$ cat config.mk
export PLATFORM = sky130hd
export DESIGN_NAME = swpc_cnt_cell
export DESIGN_NICKNAME = d
export VERILOG_FILES = /design/src/design/assert_macros.svh /design/src/design/swpc_pkg.sv /design/src/design/swpc_cnt_cell.sv
export SDC_FILE = /design/constraint.sdc
export NUM_CORES = 1
export LEC_CHECK = 0
export BUFFER_PORTS_ARGS = -buffer_cell sky130_fd_sc_hd__buf_2
export CAP_MARGIN = 20
export CORE_AREA = 2 2 39 41
export DETAILED_ROUTE_END_ITERATION = 16
export DIE_AREA = 0 0 41 43
export PLACE_DENSITY = 0.67
export SKIP_LAST_GASP = 1
export SYNTH_ARGS = -nofsm -noshare
export SYNTH_HDL_FRONTEND = slang
export SYNTH_SLANG_ARGS = --single-unit
$ cat constraint.sdc
create_clock -name clk -period 1.72 [get_ports clk]
set_input_delay 0.172 -clock clk [delete_from_list [all_inputs] [get_ports clk]]
set_output_delay 0.172 -clock clk [all_outputs]
set_load 0.05 [all_outputs]
$ cat src/design/assert_macros.svh
// Assertion macros shared by the window sum peak counter RTL.
// No dependencies; include with the bare file name.
`ifndef ASSERT_MACROS_SVH
`define ASSERT_MACROS_SVH

// Same-cycle implication under an active-low reset.
`define SWPC_ASSERT_NOW(lbl, clk, rst_n, ante, cons) \
	lbl: assert property (@(posedge clk) disable iff (!rst_n) (ante) |-> (cons)) \
		else $error("window_sum_peak_counter check failed");

// Next-cycle implication under an active-low reset.
`define SWPC_ASSERT_NEXT(lbl, clk, rst_n, ante, cons) \
	lbl: assert property (@(posedge clk) disable iff (!rst_n) (ante) |=> (cons)) \
		else $error("window_sum_peak_counter check failed");

`endif

$ cat src/design/swpc_pkg.sv
// Types and fixed widths for the window sum peak counter.
// No dependencies; imported by the top level and by swpc_cnt_cell.
package swpc_pkg;

	localparam int SAMPLE_W  = 16;
	localparam int SUM_W     = 26;
	localparam int CNT_W     = 32;
	localparam int LEN_W     = 11;
	localparam int CELL_W    = 8;
	localparam int N_CELLS   = CNT_W / CELL_W;
	localparam logic [LEN_W-1:0] LEN_RESET = LEN_W'(1);

	typedef struct packed {
		logic [SAMPLE_W-1:0] sample;
		logic                is_last;
	} item_t;

	typedef struct packed {
		logic [SUM_W-1:0] best_sum;
		logic [CNT_W-1:0] best_count;
		logic             all_zero;
		logic             too_short;
	} result_t;

	// Command fanned out to every hit-count cell.
	typedef struct packed {
		logic clr;
		logic set;
	} cnt_cmd_t;

endpackage

$ cat src/design/swpc_cnt_cell.sv
// One slice of the saturating hit counter; cells chain carry and all-ones.
// Depends on swpc_pkg for the command struct.
module swpc_cnt_cell import swpc_pkg::*; #(
	parameter int W = 8
) (
	input  logic         clk,
	input  logic         arst_n,
	input  cnt_cmd_t     cmd,
	input  logic         set_lsb,
	input  logic         carry_in,
	input  logic         ones_in,
	output logic         carry_out,
	output logic         ones_out,
	output logic [W-1:0] cnt_upd
);

	logic [W-1:0] cnt_q;
	logic         full_slice;

	assign full_slice = &cnt_q;
	assign carry_out  = carry_in & full_slice;
	assign ones_out   = ones_in & full_slice;

	always_comb begin
		if (cmd.set) begin
			cnt_upd = W'(set_lsb);
		end else if (carry_in) begin
			cnt_upd = cnt_q + W'(1);
		end else begin
			cnt_upd = cnt_q;
		end
	end

	always_ff @(posedge clk or negedge arst_n) begin
		if (!arst_n) begin
			cnt_q <= '0;
		end else if (cmd.clr) begin
			cnt_q <= '0;
		end else begin
			cnt_q <= cnt_upd;
		end
	end

endmodule

==> run_results.csv, run 1 <==
group,metric,value,unit
die,dieArea,0.00176,mm2
run_status,violations,"setup timing",
flow_run,maxCapViolCount,0,
detailed_routing,viasPerCell,4.81,
synthesis,async_reset_ff_share,100,%
finish,finalInstanceArea,706,um2
die,initial_core_util,32.5,%
timing,fin_setup_tns,-0.0353,ns
worst_setup_path,crit_path_cell_trace,"buf_6 -> nand4_4 -> or3_4 -> a21oi_2 -> buf_6",
die,die_w,41,um
finish,regMostFlops,"cnt_q",
grt,grt_usage,14.8,%
detailed_routing,ant_nets,0,
worst_setup_path,worst_path_most_repeated_cell,"buf_6",
timing,period_needed,1.76,ns
pwr,pwr-share-seq,49.7,%
detailed_routing,wl_met2,469,um
timing,hold_slack,0.118,ns
detailed_routing,drc_errors,0,
cts,clk_pin_slew,0.05,ns
worst_setup_path,cp-start-kind,"flop",
pwr,internal-power,0.291,mW
detailed_routing,first_pass_iters,4,
die,die_h,43,um
worst_setup_path,slowest_stage,"dfrtp_1",
worst_setup_path,required,1.55,ns
cts,cts-buffers-inserted,3,
detailed_routing,wl_met1,520,um
synthesis,syn_nets,60,
synthesis,synth_top_cell_by_area,"dfrtp_1",
finish,final_nets,85,
detailed_routing,wl_met3,48,um
timing,worstMarginPinSlew,0.320,ns
cts,clock_latency,0.25,ns
worst_setup_path,path_class,"flop to output pin",
timing,drv_slew,0,
pwr,p_leak,0.301,nW
synthesis,synthCells,52,
die,core_region_area,0.00138,mm2
detailed_routing,via_count,438,
cts,numClockSinks,8,
die,ios,17,
timing,setup_violations,1,
timing,max_freq,570,MHz
worst_setup_path,ff2ff_setup_slack,0.48,ns
timing,clock_skew,0.000444,ns
synthesis,synth.avg_cell_area,8.64,um2
grt,grt_pass1_vias,401,
cts,cts-root-buf,"clkbuf_4",
finish,largest_reg_flops,8,
detailed_routing,drt_first_iter_violations,8,
synthesis,ys_dominant_reg_cell,"dfrtp_1",
timing,hold_violations,0,
timing,relSlewSlack,78.5,%
worst_setup_path,cp_slowest_stage_delay,0.40,ns
synthesis,synth_common_cells,"dfrtp_1 (8), nor2_1 (8), a21oi_1 (6), o21ai_0 (4)",
synthesis,netlist_area,449,um2
timing,finalCritPeriodShare,102,%
finish,nFillCells,141,
synthesis,ys_seq_area_share,44.6,%
synthesis,yosysTopAreaCellShare,44.6,%
synthesis,synth_edf_count,0,
cts,h-tree-depth,1,
timing,fin_ws,-0.0353,ns
pwr,clock_power_share,35.9,%
place,globalplace.congestion,0.696,
worst_setup_path,critPathMaxFanout,5,
worst_setup_path,endpoint_kind,"output pin",
cts,clk_path_buf_depth,2,
finish,drive_above_1_share,49.3,%
synthesis,yosysWarnings,0,
place,pre_cts_ws,0.0861,ns
place,port_buffers,16,
synthesis,netlist_top_cells_area,"dfrtp_1 (45%), a21oi_1 (6.7%), nor2_1 (6.7%)",
timing,rsz0062_at_grt,"yes",
detailed_routing,highest_layer,"met4",
worst_setup_path,crit_arrival,1.58,ns
pwr,p_per_area,556,mW/mm2
cts,cts_tree,"built",
place,placedInstanceArea,559,um2
synthesis,ys_types,19,
place,dp_hpwl,733,um
finish,n_antenna_cell,0,
detailed_routing,wl,1050,um
pwr,finalPower,0.393,mW
grt,grt_max_degree,13,
detailed_routing,wl_per_cell,11.6,um
grt,antenna_found_initial,0,
grt,grt_pass1_wl,1660,um
grt,grt_overflow,0,
synthesis,yosys_register_bits,8,
finish,reg_top3,"cnt_q: 8 flops",
pwr,switching_power,0.102,mW
run_status,outcome,"complete, but fails checks",
pwr,p_comb_share,14.4,%
pwr,peakVddDrop,0.299,mV
pwr,p_sw_share,25.9,%
die,fp-row-count,14,
finish,syn_to_final_growth,57.1,%
min_path,hp-class,"input pin to flop",
## cell type report
type                    instances  area (um2)  area share [%]
well taps                      16        20.0            2.84
flip-flops and latches          8         203            28.7
repair buffers                 22         168            23.8
inverters                       1        3.75           0.532
multi-input cells              41         289            41.0
clock buffers                   3        22.5            3.19
## per-stage QoR
stage	std cells	utilization, %
2_1_floorplan	52	-
3_3_place_gp	83	40.4
3_5_place_dp	83	40.4
4_1_cts	90	47.0
5_1_grt	91	51.0
6_report	91	51.0
## metal layers
layer | up-vias | track usage (%)
met2 | 16 | 19.7
li1 | 227 | -
met3 | 2 | 3.14
met5 | - | 0
met1 | 193 | 20.5
met4 | 0 | 10.0
## power by group through the flow
stage	Clock (mW)	Sequential, mW	Combinational [mW]
after global placement	0	0.196	0.0481
after floorplan	0	0.196	0.0313
final	0.141	0.195	0.0564
after CTS	0.152	0.193	0.0541
after detailed placement	0	0.197	0.0486
after global routing	0.165	0.196	0.0626
## critical path: cells and delay by family, from the launching register on
kind	cells	cell delay, ns
simple gates	2	0.50
flops	1	0.40
buf+inv	2	0.29
compound gates	1	0.14
## placed cells by master, fill, tap and decap left out
| cell | Yosys | final |
|---|---|---|
| buf_2 | 1 | 9 |
| nor2_1 | 8 | 8 |
| dfrtp_1 | 8 | 6 |
| buf_6 | 0 | 6 |
| clkbuf_4 | 0 | 5 |
| buf_4 | 0 | 4 |
| o21ai_0 | 4 | 3 |
| or3_4 | 0 | 3 |
| a21oi_2 | 0 | 3 |
| a21oi_1 | 6 | 3 |
| nand2_1 | 3 | 3 |
| xor2_1 | 3 | 3 |
| nand3_1 | 3 | 2 |
| or2_2 | 2 | 2 |
| nand4_1 | 2 | 2 |
| nor3_1 | 2 | 2 |
| dfrtp_2 | 0 | 2 |
| nand3_2 | 0 | 1 |
| nand4_4 | 0 | 1 |
| mux2i_1 | 1 | 1 |
| xnor2_1 | 1 | 1 |
| o21ai_1 | 0 | 1 |
| nor2b_1 | 1 | 1 |
| inv_1 | 1 | 1 |
| ha_4 | 0 | 1 |
| dlygate4sd3_1 | 0 | 1 |
## repair_timing
| action | in CTS | in global routing |
|---|---|---|
| hold buffers | 1 | 0 |
| pin swaps | 3 | 7 |
| setup buffers | 3 | 1 |
| gates resized for setup | 11 | 12 |
| hold endpoints to repair | 8 | 0 |
| setup endpoints to repair | 4 | 7 |
## path summary, 6_finish.rpt
check	startpoint	end	cells after the start
worst max-delay path	cnt_q[1]	cnt_upd[5]	5
max in group asynchronous	arst_n	cnt_q[0]	2
worst min-delay path	cmd[1]	cnt_q[0]	2
min in group asynchronous	arst_n	cnt_q[7]	2
worst min register to register	cnt_q[7]	cnt_q[7]	2
worst max register to register	cnt_q[1]	cnt_q[5]	4
## cells by family after synthesis
group,count (synthesis),share of synthesized area [%]
simple gates,25,28.7
mux,1,2.23
compound gates,10,11.1
fa+ha+maj,1,2.79
buf+inv,3,2.78
flops,8,44.6
xor+xnor,4,7.80
No activity file was read; power rests on OpenSTA's default activity.
==> run 2: changes to the inputs <==
--- a/config.mk
+++ b/config.mk
@@ -11,6 +11,7 @@
 export DETAILED_ROUTE_END_ITERATION = 16
 export DIE_AREA = 0 0 41 43
 export PLACE_DENSITY = 0.67
+export SKIP_CTS_REPAIR_TIMING = 1
 export SKIP_LAST_GASP = 1
 export SYNTH_ARGS = -nofsm -noshare
 export SYNTH_HDL_FRONTEND = slang
==> constraint.sdc (replaced) <==
create_clock -name clk -period 1.72 [get_ports clk]
set_input_delay 0.344 -clock clk [delete_from_list [all_inputs] [get_ports clk]]
set_output_delay 0.344 -clock clk [all_outputs]
set_load 0.05 [all_outputs]
==> run_results.csv, run 2 (same netlist as run 1, synthesis figures left out) <==
group,metric,value,unit
cts,clk_pin_slew,0.06,ns
detailed_routing,first_pass_iters,4,
finish,largest_reg_flops,8,
timing,worstMarginPinSlew,0.323,ns
detailed_routing,via_count,484,
pwr,internal-power,0.298,mW
run_status,violations,"setup timing",
grt,antenna_found_initial,0,
worst_setup_path,required,1.38,ns
timing,fin_ws,-0.204,ns
worst_setup_path,cp_slowest_stage_delay,0.39,ns
finish,nFillCells,112,
timing,max_freq,520,MHz
timing,drv_slew,0,
worst_setup_path,critPathMaxFanout,3,
die,core_region_area,0.00138,mm2
detailed_routing,drc_errors,0,
worst_setup_path,endpoint_kind,"output pin",
timing,clock_skew,0.00749,ns
grt,grt_pass1_wl,1540,um
cts,numClockSinks,8,
worst_setup_path,cp-start-kind,"flop",
pwr,p_sw_share,26.8,%
finish,seqCellArea,203,um2
timing,rsz0062_at_grt,"yes",
die,initial_core_util,32.5,%
finish,reg_top3,"cnt_q: 8 flops",
flow_run,maxCapViolCount,0,
pwr,clock_power_share,36.0,%
timing,hold_violations,0,
cts,cts-buffers-inserted,3,
grt,grt_overflow,0,
finish,regMostFlops,"cnt_q",
finish,final_common_cell,"buf_4",
pwr,finalPower,0.407,mW
pwr,pwr-share-seq,47.4,%
detailed_routing,wl_per_cell,12.3,um
worst_setup_path,slowest_stage,"dfrtp_1",
detailed_routing,drt_first_iter_violations,2,
cts,h-tree-depth,1,
place,dp_hpwl,806,um
finish,final_nets,92,
timing,relSlewSlack,78.5,%
worst_setup_path,crit_path_cell_trace,"ha_2 -> nand3_2 -> or3_4 -> a21oi_2 -> buf_6",
finish,fin_cells,98,
cts,clock_latency,0.25,ns
finish,n_antenna_cell,0,
worst_setup_path,path_class,"flop to output pin",
detailed_routing,viasPerCell,4.94,
pwr,p_per_area,496,mW/mm2
min_path,hp-class,"input pin to flop",
cts,clk_path_buf_depth,2,
pwr,p_comb_share,16.6,%
die,die_h,43,um
die,ios,17,
place,globalplace.congestion,0.781,
die,fp-row-count,14,
cts,cts-root-buf,"clkbuf_4",
finish,syn_to_final_growth,82.7,%
grt,grt_max_degree,13,
die,dieArea,0.00176,mm2
run_status,outcome,"complete, but fails checks",
detailed_routing,ant_nets,0,
die,die_w,41,um
place,dp_cells,90,
pwr,p_leak,0.343,nW
timing,finalCritPeriodShare,112,%
place,port_buffers,16,
finish,multiInputGateArea,333,um2
grt,grt_usage,13.4,%
finish,drive_above_1_share,65.9,%
worst_setup_path,crit_arrival,1.58,ns
pwr,peakVddDrop,0.406,mV
grt,grt_pass1_vias,371,
finish,final_cell_mix,"buf_4 (11), buf_6 (9), nor2_2 (6), dfrtp_1 (6), buf_2 (6)",
cts,cts_tree,"built",
timing,setup_violations,7,
pwr,switching_power,0.109,mW
timing,period_needed,1.92,ns
detailed_routing,wl,1200,um
==> run 2: final timing paths <==
check	depth (start not counted)	slack [ns]	startpoint	end
min reg2reg	2	0.61	cnt_q[6]	cnt_q[6]
min	2	0.29	cmd[1]	cnt_q[0]
max	5	-0.20	cnt_q[1]	cnt_upd[6]
max reg2reg	4	0.47	cnt_q[1]	cnt_q[6]
max in group asynchronous	2	1.07	arst_n	cnt_q[4]
min in group asynchronous	2	0.46	arst_n	cnt_q[6]
==> run 2: layout make-up <==
| cell class | count | share of cell area, % |
|---|---|---|
| timing repair buffer | 29 | 29.1 |
| multi-input combinational | 41 | 40.5 |
| tap | 16 | 2.44 |
| clock buffer | 3 | 2.74 |
| sequential | 8 | 24.7 |
| inverter | 1 | 0.457 |
==> run 2: worst max-delay path, delay by kind of cell (launching register included) <==
| family | cells | cell delay, ns |
|---|---|---|
| AND/OR/NAND/NOR | 2 | 0.41 |
| flip-flops | 1 | 0.39 |
| adder cells (fa/ha/maj) | 1 | 0.22 |
| buffers and inverters | 1 | 0.17 |
| AO/OA/AOI/OAI | 1 | 0.13 |
==> run 2: stage by stage <==
stage / cell area (um2) / setup slack (ns) / hold WS [ns] / util [%] / setup TNS, ns
6_report: 821 / -0.204 / 0.295 / 59.3 / -0.862
5_1_grt: 821 / -0.299 / 0.291 / 59.3 / -1.65
4_1_cts: 662 / -0.346 / -0.0693 / 47.8 / -1.83
3_5_place_dp: 639 / -0.0569 / 0.203 / 46.2 / -0.151
3_3_place_gp: 639 / -0.0310 / 0.195 / 46.2 / -0.0827
2_1_floorplan: 488 / -0.175 / 0.0484 / - / -0.266
==> run 2: power groups by stage <==
stage	clock [mW]	combinational (mW)	sequential, mW
final	0.146	0.0675	0.193
after detailed placement	0	0.0557	0.196
after floorplan	0	0.0336	0.196
after CTS	0.150	0.0560	0.193
after global routing	0.163	0.0730	0.193
after global placement	0	0.0551	0.196
==> run 2: metal layers <==
layer  routed length, um  share of wire (%)  up-vias  track usage [%]
met1                 502                 42      227             16.8
li1                    -                  -      240                -
met5                   0                  0        -                0
met3                  68                5.6        2             3.14
met2                 618                 51       15             19.7
met4                  14                1.2        0             8.00
